--- config.mk ---
export PLATFORM = sky130hd
export DESIGN_NAME = service_location_message_parser
export DESIGN_NICKNAME = d
export VERILOG_FILES = /design/src/hw/rtl/slp_pkg.sv /design/src/hw/rtl/service_location_message_parser.sv
export VERILOG_INCLUDE_DIRS = /design/src /design/src/hw/rtl
export SDC_FILE = /design/constraint.sdc
export NUM_CORES = 1
export LEC_CHECK = 0
export ABC_AREA = 1
export BUFFER_PORTS_ARGS = -buffer_cell sky130_fd_sc_hd__buf_2
export CAP_MARGIN = 25
export CORE_ASPECT_RATIO = 1.5
export CORE_MARGIN = 2
export CORE_UTILIZATION = 50
export DETAILED_ROUTE_END_ITERATION = 10
export PLACE_DENSITY = 0.69
export SKIP_LAST_GASP = 1
export SYNTH_ARGS = -nofsm -noshare
export SYNTH_HDL_FRONTEND = slang
export SYNTH_SLANG_ARGS = --single-unit
--- constraint.sdc ---
create_clock -name clk -period 6 [get_ports clk]
set_input_delay 1.8 -clock clk [delete_from_list [all_inputs] [get_ports clk]]
set_output_delay 1.8 -clock clk [all_outputs]
set_load 0.02 [all_outputs]
--- src/hw/rtl/service_location_message_parser_macros.svh ---
// ----------------------------------------------------------------------------
// slp parser assertion macros
// implication checks, compiled out when NO_ASSERTIONS is set
// ----------------------------------------------------------------------------
`ifndef SERVICE_LOCATION_MESSAGE_PARSER_MACROS_SVH
`define SERVICE_LOCATION_MESSAGE_PARSER_MACROS_SVH
`ifndef NO_ASSERTIONS
`define SLP_ASSERT_IMP(label, clk, rst_n, a, c) \
	label: assert property (@(posedge clk) disable iff (!rst_n) (a) |-> (c)) \
	else $error("assertion failed");
`define SLP_ASSERT_NXT(label, clk, rst_n, a, c) \
	label: assert property (@(posedge clk) disable iff (!rst_n) (a) |=> (c)) \
	else $error("assertion failed");
`else
`define SLP_ASSERT_IMP(label, clk, rst_n, a, c)
`define SLP_ASSERT_NXT(label, clk, rst_n, a, c)
`endif
`endif

--- src/hw/rtl/slp_pkg.sv ---
// ----------------------------------------------------------------------------
// slp parser package
// phases, item kinds, field tags and the body program table
// ----------------------------------------------------------------------------
package slp_pkg;
	typedef enum logic [3:0] {
		PH_HDR = 4'd0, PH_LANG = 4'd1, PH_PFX = 4'd2, PH_STR = 4'd3,
		PH_ERR = 4'd4, PH_UCNT = 4'd5, PH_UFIX = 4'd6, PH_UPFX = 4'd7,
		PH_URL = 4'd8, PH_ACNT = 4'd9, PH_AHDR = 4'd10, PH_SPFX = 4'd11,
		PH_SPI = 4'd12, PH_ADATA = 4'd13, PH_TRAIL = 4'd14, PH_IGN = 4'd15
	} phase_t;

	typedef enum logic [2:0] {
		K_END = 3'd0, K_STR = 3'd1, K_ERR = 3'd2, K_UCNT = 3'd3,
		K_UENT = 3'd4, K_ACNT = 3'd5
	} kind_t;

	typedef enum logic [1:0] {
		ST_OK = 2'd0, ST_VERSION = 2'd1, ST_PARSE = 2'd2
	} status_t;

	localparam logic [2:0] SLOT_SPI = 3'd4;
	localparam logic [2:0] SLOT_URL = 3'd5;
	localparam logic [7:0] SLP_VERSION = 8'd2;
	localparam logic [15:0] FLAG_MASK = 16'h1fff;
	localparam int unsigned MIN_LEN = 18;
	localparam logic [15:0] AUTH_MIN = 16'd10;

	typedef struct packed {
		kind_t kind;
		logic [2:0] slot;
	} item_t;

	// body program: one row per function, one item per step
	function automatic item_t body_item(input logic [2:0] fn, input logic [2:0] step);
		item_t it;
		it = '{kind: K_END, slot: 3'd0};
		case ({fn, step})
			{3'd1, 3'd0}: it = '{K_STR, 3'd0};
			{3'd1, 3'd1}: it = '{K_STR, 3'd1};
			{3'd1, 3'd2}: it = '{K_STR, 3'd2};
			{3'd1, 3'd3}: it = '{K_STR, 3'd3};
			{3'd1, 3'd4}: it = '{K_STR, 3'd4};
			{3'd2, 3'd0}: it = '{K_ERR, 3'd0};
			{3'd2, 3'd1}: it = '{K_UCNT, 3'd0};
			{3'd3, 3'd0}: it = '{K_UENT, 3'd0};
			{3'd3, 3'd1}: it = '{K_STR, 3'd1};
			{3'd3, 3'd2}: it = '{K_STR, 3'd2};
			{3'd3, 3'd3}: it = '{K_STR, 3'd6};
			{3'd3, 3'd4}: it = '{K_ACNT, 3'd0};
			{3'd4, 3'd0}: it = '{K_STR, 3'd2};
			{3'd4, 3'd1}: it = '{K_UENT, 3'd0};
			{3'd4, 3'd2}: it = '{K_STR, 3'd7};
			{3'd5, 3'd0}: it = '{K_ERR, 3'd0};
			{3'd6, 3'd0}: it = '{K_STR, 3'd0};
			{3'd6, 3'd1}: it = '{K_STR, 3'd5};
			{3'd6, 3'd2}: it = '{K_STR, 3'd2};
			{3'd6, 3'd3}: it = '{K_STR, 3'd7};
			{3'd6, 3'd4}: it = '{K_STR, 3'd4};
			{3'd7, 3'd0}: it = '{K_ERR, 3'd0};
			{3'd7, 3'd1}: it = '{K_STR, 3'd6};
			{3'd7, 3'd2}: it = '{K_ACNT, 3'd0};
			default: it = '{K_END, 3'd0};
		endcase
		return it;
	endfunction

	// field tag for each phase
	function automatic logic [3:0] phase_tag(input phase_t ph);
		logic [3:0] t;
		case (ph)
			PH_HDR: t = 4'd0;
			PH_LANG: t = 4'd1;
			PH_PFX, PH_UPFX, PH_SPFX: t = 4'd2;
			PH_STR, PH_URL: t = 4'd3;
			PH_ERR: t = 4'd9;
			PH_UCNT, PH_ACNT: t = 4'd4;
			PH_UFIX: t = 4'd5;
			PH_AHDR: t = 4'd6;
			PH_SPI: t = 4'd7;
			PH_ADATA: t = 4'd8;
			PH_TRAIL: t = 4'd10;
			default: t = 4'd11;
		endcase
		return t;
	endfunction
endpackage

--- src/hw/rtl/service_location_message_parser.sv ---
// ----------------------------------------------------------------------------
// slp v2 datagram parser
// tags each datagram byte with its field and reports status on the last byte
// ----------------------------------------------------------------------------
// usage:
//   input channel: one datagram byte per word (data_byte, last_byte) under
//   valid / ready. output channel: one tag word per input word, with
//   field_tag, string_slot, offsets, indices, function_code, and on the
//   word for the last byte done_res and status.
//   latency: a result is offered the cycle after its byte is accepted.
//   throughput: one byte per cycle while out_ready is high; parser state
//   updates once per byte; the single output register refills as it drains.
//   stall: when out_ready is low the result holds and in_ready drops, so
//   no byte is lost; in_ready = !out_valid || out_ready.
//   reset: clears all parse state to the header phase, output empty.
//   after the last byte of a datagram the state returns to reset values.
// ----------------------------------------------------------------------------
`include "service_location_message_parser_macros.svh"
module service_location_message_parser #(
	parameter int LENGTH_BITS = 24
) (
	input  logic clk,
	input  logic arst_n,
	input  logic in_valid,
	output logic in_ready,
	input  logic [7:0] data_byte,
	input  logic last_byte,
	output logic out_valid,
	input  logic out_ready,
	output logic [3:0] field_tag,
	output logic [2:0] string_slot,
	output logic [15:0] field_offset,
	output logic [15:0] entry_index,
	output logic [7:0] auth_index,
	output logic [7:0] function_code,
	output logic done_res,
	output logic [1:0] status
);
	import slp_pkg::*;

	localparam logic [LENGTH_BITS-1:0] LEN_MAX = {LENGTH_BITS{1'b1}};
	localparam logic [LENGTH_BITS-1:0] LEN_MIN = LENGTH_BITS'(MIN_LEN);

	// parse state
	logic [LENGTH_BITS-1:0] byte_count_q, declared_length_q;
	phase_t phase_q;
	logic [15:0] remaining_q, position_q;
	logic [7:0] high_q, func_q;
	logic version_bad_q, error_q;
	logic [15:0] urls_left_q, url_num_q;
	logic [7:0] auths_left_q, auth_num_q;
	logic [15:0] auth_left_q;
	logic [2:0] step_q;

	logic [LENGTH_BITS-1:0] byte_count_d, declared_length_d;
	phase_t phase_d;
	logic [15:0] remaining_d, position_d;
	logic [7:0] high_d, func_d;
	logic version_bad_d, error_d;
	logic [15:0] urls_left_d, url_num_d;
	logic [7:0] auths_left_d, auth_num_d;
	logic [15:0] auth_left_d;
	logic [2:0] step_d;

	logic accept;
	assign in_ready = !out_valid || out_ready;
	assign accept = in_valid && in_ready;

	// result word of the current byte
	logic [2:0] slot_c;
	logic [1:0] status_c;
	item_t cur_item;
	assign cur_item = body_item(func_q[2:0], step_q);

	always_comb begin
		slot_c = 3'd0;
		if (phase_q == PH_PFX || phase_q == PH_STR) slot_c = cur_item.slot;
		else if (phase_q == PH_UPFX || phase_q == PH_URL) slot_c = SLOT_URL;
		else if (phase_q == PH_SPFX || phase_q == PH_SPI) slot_c = SLOT_SPI;
	end

	// next state for one byte
	always_comb begin
		logic [15:0] w16;
		logic [15:0] p;
		logic [LENGTH_BITS-1:0] dl;
		item_t nit;
		logic do_adv, do_start, do_err, do_uent_done, do_ablk_done, do_alist_done;
		logic do_after_spi;
		logic [2:0] st_step;

		byte_count_d = byte_count_q;
		declared_length_d = declared_length_q;
		phase_d = phase_q;
		remaining_d = remaining_q;
		position_d = position_q;
		high_d = high_q;
		func_d = func_q;
		version_bad_d = version_bad_q;
		error_d = error_q;
		urls_left_d = urls_left_q;
		url_num_d = url_num_q;
		auths_left_d = auths_left_q;
		auth_num_d = auth_num_q;
		auth_left_d = auth_left_q;
		step_d = step_q;
		w16 = {high_q, data_byte};
		p = position_q;
		dl = declared_length_q;
		do_adv = 1'b0;
		do_start = 1'b0;
		do_err = 1'b0;
		do_uent_done = 1'b0;
		do_ablk_done = 1'b0;
		do_alist_done = 1'b0;
		do_after_spi = 1'b0;

		case (phase_q)
			PH_HDR: begin
				position_d = p + 16'd1;
				if (p == 16'd0) begin
					if (data_byte != SLP_VERSION) begin
						version_bad_d = 1'b1;
						do_err = 1'b1;
					end
				end else if (p == 16'd1) begin
					func_d = data_byte;
					if (data_byte == 8'd0 || data_byte > 8'd7) do_err = 1'b1;
				end else if (p <= 16'd4) begin
					dl = LENGTH_BITS'({declared_length_q, data_byte});
					declared_length_d = dl;
					if (p == 16'd4 && (dl < LEN_MIN || dl >= LEN_MAX)) do_err = 1'b1;
				end else if (p == 16'd5 || p == 16'd12) begin
					high_d = data_byte;
				end else if (p == 16'd6) begin
					if ((w16 & FLAG_MASK) != 16'd0) do_err = 1'b1;
				end else if (p == 16'd13) begin
					remaining_d = w16;
					position_d = 16'd0;
					step_d = 3'd0;
					if (w16 == 16'd0) do_start = 1'b1;
					else phase_d = PH_LANG;
				end
			end
			PH_LANG: begin
				position_d = p + 16'd1;
				if (remaining_q <= 16'd1) begin
					step_d = 3'd0;
					do_start = 1'b1;
				end else remaining_d = remaining_q - 16'd1;
			end
			PH_PFX: begin
				if (p == 16'd0) begin
					high_d = data_byte;
					position_d = 16'd1;
				end else begin
					position_d = 16'd0;
					if (w16 == 16'd0) do_adv = 1'b1;
					else begin
						remaining_d = w16;
						phase_d = PH_STR;
					end
				end
			end
			PH_STR: begin
				position_d = p + 16'd1;
				if (remaining_q <= 16'd1) do_adv = 1'b1;
				else remaining_d = remaining_q - 16'd1;
			end
			PH_ERR: begin
				if (p == 16'd0) position_d = 16'd1;
				else do_adv = 1'b1;
			end
			PH_UCNT: begin
				if (p == 16'd0) begin
					high_d = data_byte;
					position_d = 16'd1;
				end else begin
					position_d = 16'd0;
					urls_left_d = w16;
					url_num_d = 16'd0;
					if (w16 == 16'd0) do_adv = 1'b1;
					else phase_d = PH_UFIX;
				end
			end
			PH_UFIX: begin
				if (p >= 16'd2) begin
					position_d = 16'd0;
					phase_d = PH_UPFX;
				end else position_d = p + 16'd1;
			end
			PH_UPFX: begin
				if (p == 16'd0) begin
					high_d = data_byte;
					position_d = 16'd1;
				end else begin
					position_d = 16'd0;
					if (w16 == 16'd0) phase_d = PH_ACNT;
					else begin
						remaining_d = w16;
						phase_d = PH_URL;
					end
				end
			end
			PH_URL: begin
				position_d = p + 16'd1;
				if (remaining_q <= 16'd1) begin
					position_d = 16'd0;
					phase_d = PH_ACNT;
				end else remaining_d = remaining_q - 16'd1;
			end
			PH_ACNT: begin
				auths_left_d = data_byte;
				auth_num_d = 8'd0;
				position_d = 16'd0;
				if (data_byte == 8'd0) do_alist_done = 1'b1;
				else phase_d = PH_AHDR;
			end
			PH_AHDR: begin
				position_d = p + 16'd1;
				if (p == 16'd2) high_d = data_byte;
				else if (p == 16'd3) begin
					if (w16 < AUTH_MIN) do_err = 1'b1;
					else auth_left_d = w16 - AUTH_MIN;
				end else if (p >= 16'd7) begin
					position_d = 16'd0;
					phase_d = PH_SPFX;
				end
			end
			PH_SPFX: begin
				if (p == 16'd0) begin
					high_d = data_byte;
					position_d = 16'd1;
				end else begin
					position_d = 16'd0;
					if (w16 > auth_left_q) do_err = 1'b1;
					else begin
						auth_left_d = auth_left_q - w16;
						if (w16 == 16'd0) do_after_spi = 1'b1;
						else begin
							remaining_d = w16;
							phase_d = PH_SPI;
						end
					end
				end
			end
			PH_SPI: begin
				position_d = p + 16'd1;
				if (remaining_q <= 16'd1) do_after_spi = 1'b1;
				else remaining_d = remaining_q - 16'd1;
			end
			PH_ADATA: begin
				position_d = p + 16'd1;
				if (auth_left_q <= 16'd1) begin
					auth_left_d = 16'd0;
					do_ablk_done = 1'b1;
				end else auth_left_d = auth_left_q - 16'd1;
			end
			PH_TRAIL: begin
				if (p != 16'hffff) position_d = p + 16'd1;
			end
			default: ;
		endcase

		// completion chain: after spi -> auth block -> auth list -> url entry
		if (do_after_spi) begin
			position_d = 16'd0;
			if (auth_left_d == 16'd0) do_ablk_done = 1'b1;
			else phase_d = PH_ADATA;
		end
		if (do_ablk_done) begin
			position_d = 16'd0;
			if (auths_left_d <= 8'd1) begin
				auths_left_d = 8'd0;
				auth_num_d = 8'd0;
				do_alist_done = 1'b1;
			end else begin
				auths_left_d = auths_left_d - 8'd1;
				auth_num_d = auth_num_d + 8'd1;
				phase_d = PH_AHDR;
			end
		end
		if (do_alist_done) begin
			if (cur_item.kind == K_UCNT || cur_item.kind == K_UENT) do_uent_done = 1'b1;
			else do_adv = 1'b1;
		end
		if (do_uent_done) begin
			position_d = 16'd0;
			if (cur_item.kind == K_UCNT && urls_left_d > 16'd1) begin
				urls_left_d = urls_left_d - 16'd1;
				url_num_d = url_num_d + 16'd1;
				phase_d = PH_UFIX;
			end else begin
				urls_left_d = 16'd0;
				do_adv = 1'b1;
			end
		end
		st_step = step_d;
		if (do_adv) begin
			st_step = step_q + 3'd1;
			step_d = st_step;
			url_num_d = 16'd0;
			do_start = 1'b1;
		end
		nit = body_item(func_d[2:0], st_step);
		if (do_start) begin
			position_d = 16'd0;
			case (nit.kind)
				K_STR: phase_d = PH_PFX;
				K_ERR: phase_d = PH_ERR;
				K_UCNT: phase_d = PH_UCNT;
				K_UENT: begin
					url_num_d = 16'd0;
					phase_d = PH_UFIX;
				end
				K_ACNT: phase_d = PH_ACNT;
				default: phase_d = PH_TRAIL;
			endcase
		end
		if (do_err) begin
			error_d = 1'b1;
			phase_d = PH_IGN;
			position_d = 16'd0;
			url_num_d = 16'd0;
			auth_num_d = 8'd0;
		end
		if (byte_count_q != LEN_MAX) byte_count_d = byte_count_q + 1'b1;

		// status on the last byte
		status_c = ST_OK;
		if (last_byte) begin
			if (version_bad_d) status_c = ST_VERSION;
			else if (error_d || phase_d != PH_TRAIL || byte_count_d != declared_length_d)
				status_c = ST_PARSE;
		end
	end

	// state registers
	always_ff @(posedge clk or negedge arst_n) begin
		if (!arst_n) begin
			byte_count_q <= '0;
			declared_length_q <= '0;
			phase_q <= PH_HDR;
			remaining_q <= '0;
			position_q <= '0;
			high_q <= '0;
			func_q <= '0;
			version_bad_q <= 1'b0;
			error_q <= 1'b0;
			urls_left_q <= '0;
			url_num_q <= '0;
			auths_left_q <= '0;
			auth_num_q <= '0;
			auth_left_q <= '0;
			step_q <= '0;
		end else if (accept && last_byte) begin
			byte_count_q <= '0;
			declared_length_q <= '0;
			phase_q <= PH_HDR;
			remaining_q <= '0;
			position_q <= '0;
			high_q <= '0;
			func_q <= '0;
			version_bad_q <= 1'b0;
			error_q <= 1'b0;
			urls_left_q <= '0;
			url_num_q <= '0;
			auths_left_q <= '0;
			auth_num_q <= '0;
			auth_left_q <= '0;
			step_q <= '0;
		end else if (accept) begin
			byte_count_q <= byte_count_d;
			declared_length_q <= declared_length_d;
			phase_q <= phase_d;
			remaining_q <= remaining_d;
			position_q <= position_d;
			high_q <= high_d;
			func_q <= func_d;
			version_bad_q <= version_bad_d;
			error_q <= error_d;
			urls_left_q <= urls_left_d;
			url_num_q <= url_num_d;
			auths_left_q <= auths_left_d;
			auth_num_q <= auth_num_d;
			auth_left_q <= auth_left_d;
			step_q <= step_d;
		end
	end

	// output word register
	always_ff @(posedge clk or negedge arst_n) begin
		if (!arst_n) out_valid <= 1'b0;
		else if (accept) out_valid <= 1'b1;
		else if (out_ready) out_valid <= 1'b0;
	end

	always_ff @(posedge clk) begin
		if (accept) begin
			field_tag <= phase_tag(phase_q);
			string_slot <= slot_c;
			field_offset <= position_q;
			entry_index <= url_num_q;
			auth_index <= auth_num_q;
			function_code <= func_d;
			done_res <= last_byte;
			status <= status_c;
		end
	end

	// checks
	`SLP_ASSERT_IMP(a_status_only_done, clk, arst_n, out_valid && !done_res, status == ST_OK)
	`SLP_ASSERT_NXT(a_last_resets, clk, arst_n, accept && last_byte, phase_q == PH_HDR && byte_count_q == '0)
	`SLP_ASSERT_IMP(a_ign_means_err, clk, arst_n, phase_q == PH_IGN, error_q)
	`SLP_ASSERT_NXT(a_stall_holds, clk, arst_n, out_valid && !out_ready, out_valid && $stable(field_offset))
endmodule
# Word level (Yosys, flattened, before mapping)
# Memory sizes are Yosys's and may differ from the RTL's. A register that Yosys moved wholly into a read port is not among the register bits.
# Index checks and enable logic that the tools add are counted.
# totals
regBits	224
word_cells	335
output_inout_bits	60
in_bits	13
rom_bits	832
memories	3
# classes
reduce_logical	35
add_sub_neg	11
mux	200
eq_ne	49
bitwise	1
n_lt_le_gt_ge	12
# memory_table
name	words	width	rd	rd_ports_with_merged_regs	write_ports	line	text
(name not given)	64	6	1	0	0	slp_pkg.sv:38	case ({fn, step})
(name not given)	64	6	1	0	0	slp_pkg.sv:38	
(name not given)	16	4	1	1	0	slp_pkg.sv:71	case (ph)
# ops
op	count
two-way mux 16 bit	57
two-way mux 24 bit	9
two-way mux 8 bit	24
one-hot mux 16 bit (9 select lines)	1
two-way mux 4 bit	31
one-hot mux 16 bit (4 select lines)	1
two-way mux 1 bit	54
equality test 16 x 3 -> 1 bit, second input constant	3
logical NOT 16 bit	3
one-hot mux 16 bit (3 select lines)	1
subtractor 16 x 1 -> 16 bit, second input constant	3
two-way mux 3 bit	13
one-hot mux 4 bit (9 select lines)	1
adder 16 x 1 -> 16 bit, second input constant	2
equality test 16 x 2 -> 1 bit, second input constant	2
equality test 16 x 4 -> 1 bit, second input constant	2
less-or-equal comparator 16 x 1 -> 1 bit, second input constant	2
equality test 4 bit, second input constant	7
adder 24 x 1 -> 24 bit, second input constant	1
greater-or-equal comparator 24 bit, second input constant	1
less-than comparator 24 x 5 -> 1 bit, second input constant	1
inequality test 24 bit	1
inequality test 24 bit, second input constant	1
inequality test 3 bit, second input constant	8
other kinds (48)	79

# Longest topological paths before layout
# Gate-level depths: netlist (run 1).
# An unclocked memory read counts as a cell.
# depth
depth_word	23
ltp_mapped	40
mapped_depth_nobuf	40

# Worst setup path before layout (run 1)
# No wires, ideal clock.
# synth_timing
path_kind	input to register
start	in data_byte[3]
end	reg url_num_q[5]
path_slack_ns	0.072
path_stages	34
n_path_buf	3
arrival_ns	5.806
required_time_ns	5.878
setup_time_ns	0.122
path_cell_list	buf_2 inv_1 ha_1 or2_1 nand3_1 nand2_1 nand2_1 nand2_4 nand2_8 buf_8 nand2_1 nand3_2 nand4_2 nor2_1 nand2_1 nor2_2 nand4_4 nand2_4 nand2_4 nand2_4 inv_1 o21ai_0 inv_1 ha_1 o21ai_0 o21ai_0 nand3_1 o21ai_1 nand2_1 nand3_2 or3_4 nand2_4 buf_8 o21ai_2
# synth_between
elab_chain_cells	20
elab_cells_between_ends	78
cone_classes	add/sub (2); order compare (7); eq/ne (2); mux (58); reduce/logical (8); memory (1)
# synth_lines
element	line	text
start, declared	service_location_message_parser.sv:26	input logic [7:0] data_byte,
subtractor 16 x 4 -> 16 bit or less-than comparator 16 x 4 -> 1 bit (tied branches)	service_location_message_parser.sv:224, service_location_message_parser.sv:223	
two-way mux 16 bit	service_location_message_parser.sv:223	if (w16 < AUTH_MIN) do_err = 1'b1;
two-way mux 16 bit	service_location_message_parser.sv:222	else if (p == 16'd3) begin
two-way mux 16 bit	service_location_message_parser.sv:221	if (p == 16'd2) high_d = data_byte;
one-hot mux 16 bit (3 select lines)	service_location_message_parser.sv:118	case (phase_q)
logical NOT 16 bit	service_location_message_parser.sv:268	if (auth_left_d == 16'd0) do_ablk_done = 1'b1;
two-way mux 1 bit	service_location_message_parser.sv:268	
two-way mux 1 bit	service_location_message_parser.sv:266	if (do_after_spi) begin
[4 not listed]	--	
two-way mux 3 bit	service_location_message_parser.sv:299	if (do_adv) begin
memory (64 x 6 bit)	--	
equality test 3 bit	service_location_message_parser.sv:308	case (nit.kind)
two-way mux 16 bit	service_location_message_parser.sv:308	
two-way mux 16 bit	service_location_message_parser.sv:306	if (do_start) begin
two-way mux 16 bit (*)	service_location_message_parser.sv:320	if (do_err) begin
two-way mux 16 bit (*)	service_location_message_parser.sv:372	end else if (accept) begin
two-way mux 16 bit (*)	service_location_message_parser.sv:356	end else if (accept && last_byte) begin
end signal, assigned	service_location_message_parser.sv:383	url_num_q <= url_num_d;
end, declared	service_location_message_parser.sv:50	logic [15:0] urls_left_q, url_num_q;
# Every way passes the cells marked *; elsewhere a longest branch is shown, timed or not. The select of a mux whose other input is x is not followed.
# A chain may end at the register's enable or synchronous reset.

# Worst setup path in the final report (run 1)
# layout_timing
start	in data_byte[0]
end	reg url_num_q[0]
# Same word-level chain as after synthesis.

==> metrics.txt, run 1 <==
synth warn=0; routing usage on met1=34.31%; # port buffers=slightly above 70; met3 Resource Use GR=4.510%; WP depth=36; Setup CP Type=in2reg; Max IR drop VDD=between 0.2 and 0.3 mV; Die ar.=between 30000 and 40000 sq um; Slew Viols, Final=0; Worst slew margin=between 20% and 30%; Initial Utilization=around half; hold path start=auths_left_q[1]; Main synth FF type=dfrtp_1; met2 Use GR=55.64%; crit path max fanout=12; EDFF count, synth=58; TritonCTS clock tree=yes; post-synth net total=between 2000 and 2500; Worst Path Buf+Inv=5; CTS Buf Count=25; Worst Hold Slack=0.4813 ns; row count=81; Tot GR Track Use=a little under a third; IO Pins=73; Setup Viol. Count Final=0; Reg2Reg Setup Slack=roughly 0.85 ns; largest net degree at the start of global routing=~170; most common cell after layout, fill and taps aside=nand2_1; DRT iter0 DRCs=~1100; Top cell by count, worst path=nand2_1; via count=16250; commonest cells after routing, fill and taps aside=nand2_1, inv_1, nor2_1, dfrtp_1, o21ai_0; hold_buf cts=0; CTS sink cnt=around 230; critical path startpoint category=input port; Routed WL per cell=18.74 um; fmax=between 0.15 and 0.2 GHz; clock root buffer=clkbuf_16; ant diodes=0; ys async rst share=between 70 and 80%; Worst-Margin Slew=between 1 and 1.5 ns; Total Nets Final=between 2000 and 3000; post-synthesis area per instance=between 7 and 8 sq um; area of the mapped netlist=~16000 sq um; Die Width=152.1 um; number of global-route vias before repair=16010; Post-Synthesis Cells=roughly 2300; post-DP HPWL=41000 um; clk_skew=around 0.020 ns; register area share after synthesis=between 30% and 40%; worst min path class=reg2reg; Max-Cap Viols=0; crit-path max cell delay=roughly 0.45 ns; RSZ-0062 raised after global routing=false; Via density=around 5.7; core area=32530 sq um; final hold violation count=0; first-pass GRT wire length=about 85000 um; Clock Latency Late Sink=between 0.5 and 0.6 ns; layout cell share with drive strength beyond 1=13.72%; Final Cycle Share=94.45%; #FFs+latches synth=~230; Leakage=slightly above 9 nW; Reg2Reg Launch Point=high_q[4]; Slowest cell on crit path=or3_4; Reg2Reg Depth=32; PD cells=~380 nW/um^2; worst setup path end=url_num_q[0]; count of different cell masters after synthesis=73; status=complete, no violations; TNS Setup=0 ns; DRC Markers=0; die span in y=226.1 um; clk buf depth=3; CP top delay family=simple AND/OR/NAND/NOR gates; Crit. End Element=flip-flop; gr ovfl total=0; DRT Wirelength=around 54000 um; GRT Max-Usage Layer=met2; CTS H-Tree Depth=1; 1st-pass router iterations=5; FF-to-FF End=url_num_q[0]; area grow syn2layout=14.06%; Post-DRT Antenna Nets=0; CP Data Arrival Time=approximately 6 ns; WP data required=between 6 and 7 ns; Final GP Congestion=~1.0; Setup crit start=data_byte[0]; Worst-path clk slew=0.06 ns; final critical-path required period=5.667 ns; initial antenna violation count=0
==> layout make-up <==
cell class	instances	area, sq um
fill	3100	13770
multi-input combinational	1634	8753
sequential	228	5996
inverter	357	1350
timing repair buffer	193	1304
clock buffer	28	636.9
tap	415	519.2
clock inverter	16	202.7
==> how the worst min path moves through the flow <==
stage,end,slack [ns],depth (start not counted)
3_5_place_dp,auths_left_q[1],0.47,2
5_1_grt,entry_index[1],0.50,0
2_1_floorplan,auths_left_q[1],0.44,2
3_3_place_gp,auths_left_q[1],0.46,2
4_1_cts,auths_left_q[1],0.48,2
6_report,auths_left_q[1],0.48,2
==> Yosys cell counts (5+ instances only) <==
cell / number / area share [%]
nand2_2: 14 / 0.53
buf_6: 5 / 0.34
nor2_1: 205 / 4.7
inv_2: 9 / 0.21
xnor2_1: 25 / 1.3
nand4_1: 45 / 1.7
a31oi_1: 11 / 0.42
o2111ai_1: 7 / 0.37
nand3_1: 150 / 4.6
edfxtp_1: 58 / 11
nor4_1: 16 / 0.61
nand3b_1: 9 / 0.41
o211ai_1: 7 / 0.32
clkbuf_1: 39 / 0.89
inv_1: 343 / 7.8
nor3_1: 48 / 1.5
o21ai_0: 166 / 5.1
nand2_1: 556 / 13
dfrtp_1: 170 / 26
nor2_2: 9 / 0.34
xor2_1: 62 / 3.3
nand3_2: 11 / 0.67
or2_2: 6 / 0.23
nand2_4: 10 / 0.68
clkbuf_8: 5 / 0.42
a21oi_1: 58 / 1.8
ha_1: 48 / 3.7
buf_2: 7 / 0.21
nor2_4: 8 / 0.55
o22ai_1: 70 / 2.7
o21ai_1: 12 / 0.37
o21ai_2: 16 / 0.85
==> power by group <==
| group | switching, W | internal, W | leakage (nW) |
|---|---|---|---|
| clock | 0.000684 | 0.000940 | 0.405 |
| combinational | 0.00236 | 0.00114 | 6.03 |
| sequential | 0.000235 | 0.00187 | 2.90 |
| total | 0.00328 | 0.00394 | 9.33 |
==> flip-flops by register name (all words and copies together) (netlist names), 16 cells and up <==
| register | count |
|---|---|
| auth_left_q | 16 |
| url_num_q | 16 |
| position_q | 16 |
| declared_length_q | 24 |
| entry_index | 16 |
| byte_count_q | 24 |
| field_offset | 16 |
| urls_left_q | 16 |
| remaining_q | 16 |
==> kinds of logic (layout without fill, tap and decap cells) <==
| kind of cell | count (synthesis) | after routing | share of synthesized area [%] |
|---|---|---|---|
| XOR/XNOR | 87 | 87 | 4.633 |
| AND/OR/NAND/NOR | 1108 | 1108 | 30.45 |
| AO/OA/AOI/OAI | 390 | 390 | 14.13 |
| adder cells (fa/ha/maj) | 49 | 49 | 3.773 |
| flip-flops | 228 | 228 | 36.45 |
| buffers and inverters | 423 | 594 | 10.57 |
==> worst reg2reg max path: cells and delay by family, from the launching register on <==
kind            cells  cell delay (ns)
buf+inv             4             0.64
flops               1             0.63
simple gates       20             2.34
fa+ha+maj           2             0.61
compound gates      6             0.79
==> through the flow <==
stage / util [%] / instance area [sq um] / worst slack (ns) / power (W) / cells
final: 57.67 / 18760 / 0.3329 / 0.007221 / 2871
after global routing: 57.67 / 18760 / 0.001343 / 0.007722 / 2871
after CTS: 57.57 / 18730 / 0.1498 / 0.007195 / 2871
after detailed placement: 54.99 / 17890 / -0.4433 / 0.005556 / 2827
after global placement: 54.99 / 17890 / -0.3585 / 0.005513 / 2827
after floorplan: - / 16450 / 0.07226 / 0.004506 / 2285
==> repair_timing <==
| item | in CTS | in global routing |
|---|---|---|
| endpoints found under the setup margin | 0 | 18 |
| resized for setup | 0 | 9 |
| hold endpoints to repair | 0 | 0 |
| buffers inserted | 0 | 0 |
==> layer usage <==
layer | up-vias | share of wire (%)
met3 | 203 | 5.4
met4 | 0 | 7.2
met5 | - | 0
met2 | 577 | 50
met1 | 7611 | 38
li1 | 7855 | -
No activity file was read; power rests on OpenSTA's default activity.
==> run 2, diff against run 1 <==
==> constraint.sdc (replaced) <==
create_clock -name clk -period 7.3 [get_ports clk]
set_input_delay 2.19 -clock clk [delete_from_list [all_inputs] [get_ports clk]]
set_output_delay 2.19 -clock clk [all_outputs]
set_load 0.02 [all_outputs]
==> run 2 against run 1 <==
Sequential power down 17%. Global-route usage up 0.46 points. First-iteration DRC count up 22%. Critical path depth down 1. Core utilization down 2.0 points.
==> metrics.txt, run 2 (synthesized netlist as in run 1, its figures left out) <==
crit-path max cell delay=0.42 ns (-0.03 ns); number of global-route vias before repair=15730 (-1.8%); Clock Latency Late Sink=0.57 ns (about the same); Max IR drop VDD=0.2445 mV (-11%); row count=81 (unchanged); die span in y=226.1 um (unchanged); Post-DRT Antenna Nets=0 (unchanged); fmax=~0.15 GHz; CTS Buf Count=25 (unchanged); Worst Hold Path EP=auth_index[7]; Placed Area=17190 sq um (-3.9%); DRC Markers=0 (unchanged); WP data required=7.74 ns (+1.30 ns); Reg2Reg Setup Slack=1.50 ns (+0.65 ns); biggest regs=byte_count_q x24, declared_length_q x24; final hold violation count=0 (unchanged); hold path start=auth_num_q[7]; initial antenna violation count=0 (unchanged); PD cells=329.4 nW/um^2 (-14%); hold_buf cts=0 (unchanged); most common cell after layout, fill and taps aside=nand2_1; Die ar.=34390 sq um (unchanged); CTS sink cnt=228 (unchanged); commonest cells after routing, fill and taps aside=nand2_1, inv_1, nor2_1, dfrtp_1, o21ai_0; Reg2Reg Launch Point=high_q[0]; Worst-Margin Slew=0.9645 ns (-0.1655 ns); Die Width=152.1 um (unchanged); FF-to-FF End=url_num_q[0]; Reg2Reg Depth=33 (+3.1%); placed cell count=2737 (-3.2%); core area=32530 sq um (unchanged); RSZ-0062 raised after global routing=false; status=complete, no violations; largest net degree at the start of global routing=76 (-56%); Via density=5.745 (+1.5%); PostCTS Resize Cnt=0 (unchanged); # port buffers=72 (unchanged); Slew Viols, Final=0 (unchanged); area grow syn2layout=10.09%; Final Cycle Share=92.07%; crit path max fanout=19 (+7); Worst slew margin=35.02% (+10 points); CTS H-Tree Depth=1 (unchanged); Routed WL per cell=19.67 um (+5.0%); Crit. End Element=flip-flop; Initial Utilization=50.56% (unchanged); critical path startpoint category=input port; Max-Cap Viols=0 (unchanged); setup ws final=0.5792 ns (+0.2463 ns); Setup Viol. Count Final=0 (unchanged); CP Data Arrival Time=7.16 ns (+1.05 ns); gr ovfl total=0 (unchanged); Leakage=8.913 nW (-4.5%); number of post-CTS setup repair buffers=0 (unchanged); clk buf depth=3 (unchanged); post-DP HPWL=41010 um (about the same); Final GP Congestion=1.000 (-3.9%); IO Pins=73 (unchanged); clk_skew=0.01680 ns (-0.003278 ns); Setup CP Type=in2reg; layout cell share with drive strength beyond 1=10.52% (-3.2 points); clock root buffer=clkbuf_16; DRT Wirelength=54750 um (+1.8%); Overall Power=0.005965 W (-17%); 1st-pass router iterations=6 (+1); first-pass GRT wire length=85390 um (+0.67%); Top cell by count, worst path=nand2_1; via count=15990 (-1.6%); TritonCTS clock tree=yes; hold path cells=0 (-2); Slowest cell on crit path=or3_4; dpl ws=0.04693 ns (+0.4903 ns); worst min path class=reg2reg; Total Nets Final=2411 (-3.6%); DRT iter0 DRCs=1287 (+22%); Tot GR Track Use=31.56% (+0.46 points); fin area=18110 sq um (-3.5%); Finished Layout Cells=2783 (-3.1%); ant diodes=0 (unchanged); Worst-path clk slew=0.06 ns (about the same); final critical-path required period=between 6 and 7 ns; TNS Setup=0 ns (unchanged)
## run 2: how the worst max path moves through the flow
stage / end / start / slack [ns] / cells past startpoint
3_3_place_gp: url_num_q[0] / data_byte[0] / 0.16 / 35
3_5_place_dp: url_num_q[0] / data_byte[0] / 0.05 / 35
5_1_grt: url_num_q[0] / data_byte[0] / 0.16 / 35
4_1_cts: url_num_q[0] / data_byte[0] / 0.62 / 35
6_report: url_num_q[0] / data_byte[0] / 0.58 / 35
2_1_floorplan: url_num_q[5] / data_byte[3] / 0.98 / 34
## run 2: critical path: cells and delay by family
family | cells | cell delay [ns]
and+or+nand+nor | 22 | 2.80
AOI/OAI and AO/OA | 5 | 0.67
adders and majority gates | 3 | 0.88
buffers and inverters | 5 | 0.60
## run 2: per-stage QoR
step	util [%]	hold slack [ns]
2_1_floorplan	-	0.4439
3_3_place_gp	52.83	0.4612
3_5_place_dp	52.83	0.4652
4_1_cts	55.66	0.4841
5_1_grt	55.66	0.5009
6_report	55.66	0.4866
## run 2: power breakdown
group          switching (W)  leakage, nW  internal, W
Sequential          0.000209         2.90      0.00153
Clock               0.000571        0.448     0.000862
Combinational        0.00192         5.56     0.000866
Total                0.00270         8.91      0.00326
## run 2: cell type report
type | instances | area [sq um]
Fill cell | 3050 | 14420
Multi-Input combinational cell | 1634 | 8725
Sequential cell | 228 | 5996
Inverter | 357 | 1349
Clock buffer | 32 | 703.2
Timing Repair Buffer | 103 | 599.3
Tap cell | 415 | 519.2
Clock inverter | 14 | 217.7
## run 2: metal layers
layer,GRT usage [%],vias up,wire length (um),part of all wire (%)
li1,-,7670,-,-
met1,34.65,7519,20400,37
met2,57.50,607,27630,50
met3,3.685,193,2849,5.2
met4,20.53,0,3868,7.1
met5,0,-,0,0
==> run 3, diff against run 2 <==
--- a/config.mk
+++ b/config.mk
@@ -11,9 +11,9 @@
 export CAP_MARGIN = 25
 export CORE_ASPECT_RATIO = 1.5
 export CORE_MARGIN = 2
-export CORE_UTILIZATION = 50
+export CORE_UTILIZATION = 60
 export DETAILED_ROUTE_END_ITERATION = 10
-export PLACE_DENSITY = 0.69
+export PLACE_DENSITY = 0.8
 export SKIP_LAST_GASP = 1
 export SYNTH_ARGS = -nofsm -noshare
 export SYNTH_HDL_FRONTEND = slang
==> run 3 against run 2 <==
Setup slack lost 0.0028 ns. Clock skew shrank 0.0037 ns. Maximum frequency is essentially flat. Global-route usage grew 5.8 points. Clock power shrank 9%. Hold slack lost 0.0085 ns. Via count grew 1.3%. Combinational power is essentially flat. Routed wire length shrank 0.71%. Final area shrank 1.2%. Critical endpoint is now url_num_q[1].
==> metrics.txt, run 3 (synthesized netlist as in run 1, its figures left out) <==
Sw Ratio=47.04% (+1.7 points); Int Pwr=0.003093 W (-5.2%); Seq pwr share=29.7% (+0.5 points); CTS sink cnt=228 (unchanged); PostCTS Resize Cnt=0 (unchanged); critical path startpoint category=input port; Die ar.=28780 sq um (-16%); Routed WL per cell=20.09 um (+2.1%); Slowest cell on crit path=or3_4; Worst-path clk slew=0.06 ns (about the same); Reg2Reg Launch Point=high_q[4]; WP data required=7.75 ns (about the same); clk buf depth=3 (unchanged); Total Nets Final=2407 (-0.17%); final hold violation count=0 (unchanged); Logic pwr share=48.1% (+1.3 points); Final GP Congestion=1.014 (+1.4%); crit path max fanout=16 (-3); Setup CP Type=in2reg; crit-path max cell delay=0.46 ns (+0.04 ns); first-pass GRT wire length=84540 um (-1.0%); Initial Utilization=60.63% (+10 points); Max IR drop VDD=0.2542 mV (+4.0%); DRT iter0 DRCs=1555 (+21%); FF-to-FF End=url_num_q[1]; Reg2Reg Depth=31 (-6.1%); Tot GR Track Use=37.39% (+5.8 points); Crit. End Element=flip-flop; post-DP HPWL=40570 um (-1.1%); Slew Viols, Final=0 (unchanged); hold path start=url_num_q[1]; # port buffers=72 (unchanged); biggest regs=byte_count_q x24, declared_length_q x24; Worst-Margin Slew=1.049 ns (+0.08449 ns); most common cell after layout, fill and taps aside=nand2_1; die span in y=206.8 um (-8.6%); layout cell share with drive strength beyond 1=10.32% (-0.19 points); 1st-pass router iterations=7 (+1); via count=16200 (+1.3%); area grow syn2layout=8.733%; Setup Viol. Count Final=0 (unchanged); fmax=0.1487 GHz (about the same); PD cells=326.6 nW/um^2 (-0.86%); Worst Hold Path EP=entry_index[1]; Via density=5.988 (+4.2%); worst min path class=reg2reg; CP Data Arrival Time=7.17 ns (about the same); commonest cells after routing, fill and taps aside=nand2_1, inv_1, nor2_1, dfrtp_1, o21ai_0; ant diodes=0 (unchanged); Top cell by count, worst path=nand2_1; number of post-CTS setup repair buffers=0 (unchanged); hold path cells=0 (unchanged); initial antenna violation count=0 (unchanged); RSZ-0062 raised after global routing=false; final critical-path required period=6.724 ns (+0.002784 ns); Max-Cap Viols=0 (unchanged); Clock Latency Late Sink=0.57 ns (about the same); IO Pins=73 (unchanged); Die Width=139.2 um (-8.5%); core area=27130 sq um (-17%); DRT Wirelength=54360 um (-0.71%); TritonCTS clock tree=yes; CTS Buf Count=25 (unchanged); number of global-route vias before repair=15790 (+0.38%); status=complete, no violations; Final Cycle Share=92.10% (about the same); switching pwr=0.002748 W (+1.6%); DRC Markers=0 (unchanged); gr ovfl total=0 (unchanged); hold_buf cts=0 (unchanged); CTS H-Tree Depth=1 (unchanged); largest net degree at the start of global routing=80 (+5.3%); Worst slew margin=29.15% (-5.9 points); TNS Setup=0 ns (unchanged); Post-DRT Antenna Nets=0 (unchanged); Clock Power Share=22.2% (-1.8 points); Placed Area=17060 sq um (-0.72%); Layout fillers=2382 (-22%); clock root buffer=clkbuf_16; fin area=17880 sq um (-1.2%); row count=74 (-8.6%); clk_skew=0.01306 ns (-0.003741 ns); Setup crit start=data_byte[0]; Reg2Reg Setup Slack=1.47 ns (-0.03 ns); Leakage=8.844 nW (-0.77%)
## run 3: cell count changes in the layout (fill, tap and decap cells not counted)
cell,previous run,this run
buf_4,31,27
bufinv_16,5,2
clkbuf_1,3,1
clkbuf_16,26,25
clkbuf_8,3,1
clkinv_1,3,5
clkinv_2,5,7
clkinvlp_4,2,4
inv_6,0,2
nand2_1,555,556
nand2_2,15,14
## run 3: worst max-delay path by stage
stage	slack, ns	end	depth (start not counted)
floorplan	0.98	url_num_q[5]	34
global placement	0.16	url_num_q[0]	35
detailed placement	0.11	url_num_q[1]	35
CTS	0.69	url_num_q[1]	35
global route	0.30	url_num_q[1]	35
finish	0.58	url_num_q[1]	35
## run 3: worst max-delay path: cells and delay by family
family	cells	cell delay (ns)
buf+inv	5	0.62
compound gates	5	0.69
simple gates	22	2.80
fa+ha+maj	3	0.88
## run 3: per-stage QoR
stage                     setup WS (ns)  cells  util (%)  power (W)  hold slack [ns]
final                            0.5764   2706     65.93   0.005841           0.4781
after detailed placement         0.1115   2660     62.90   0.004474           0.4621
after CTS                        0.6914   2706     65.93   0.005781           0.4798
after floorplan                  0.9823   2285         -   0.003703           0.4439
after global routing             0.3019   2706     65.93   0.006203           0.4911
after global placement           0.1644   2660     62.90   0.004430           0.4602
## run 3: final cells by class
class,count,area [sq um],share of cell area [%]
clock buffer,27,643.1,3.596
clock inverter,19,177.7,0.9934
inverter,357,1349,7.542
timing repair buffer,99,569.3,3.183
sequential,228,5996,33.52
tap,342,427.9,2.393
multi-input combinational,1634,8722,48.77
## run 3: layer usage
| metal | part of all wire (%) | vias up | routed length, um | track usage [%] |
|---|---|---|---|---|
| met5 | 0 | - | 0 | 0 |
| met4 | 7.4 | 0 | 4036 | 24.68 |
| met3 | 6.3 | 217 | 3420 | 5.144 |
| met2 | 50 | 709 | 27310 | 68.30 |
| met1 | 36 | 7622 | 19600 | 40.58 |
| li1 | - | 7655 | - | - |
## run 3: power by group through the flow
stage | combinational (W) | sequential (W) | clock [W]
6_report | 0.00281 | 0.00174 | 0.00130
3_3_place_gp | 0.00269 | 0.00174 | 0
4_1_cts | 0.00274 | 0.00173 | 0.00131
5_1_grt | 0.00309 | 0.00176 | 0.00136
3_5_place_dp | 0.00272 | 0.00175 | 0
2_1_floorplan | 0.00199 | 0.00172 | 0
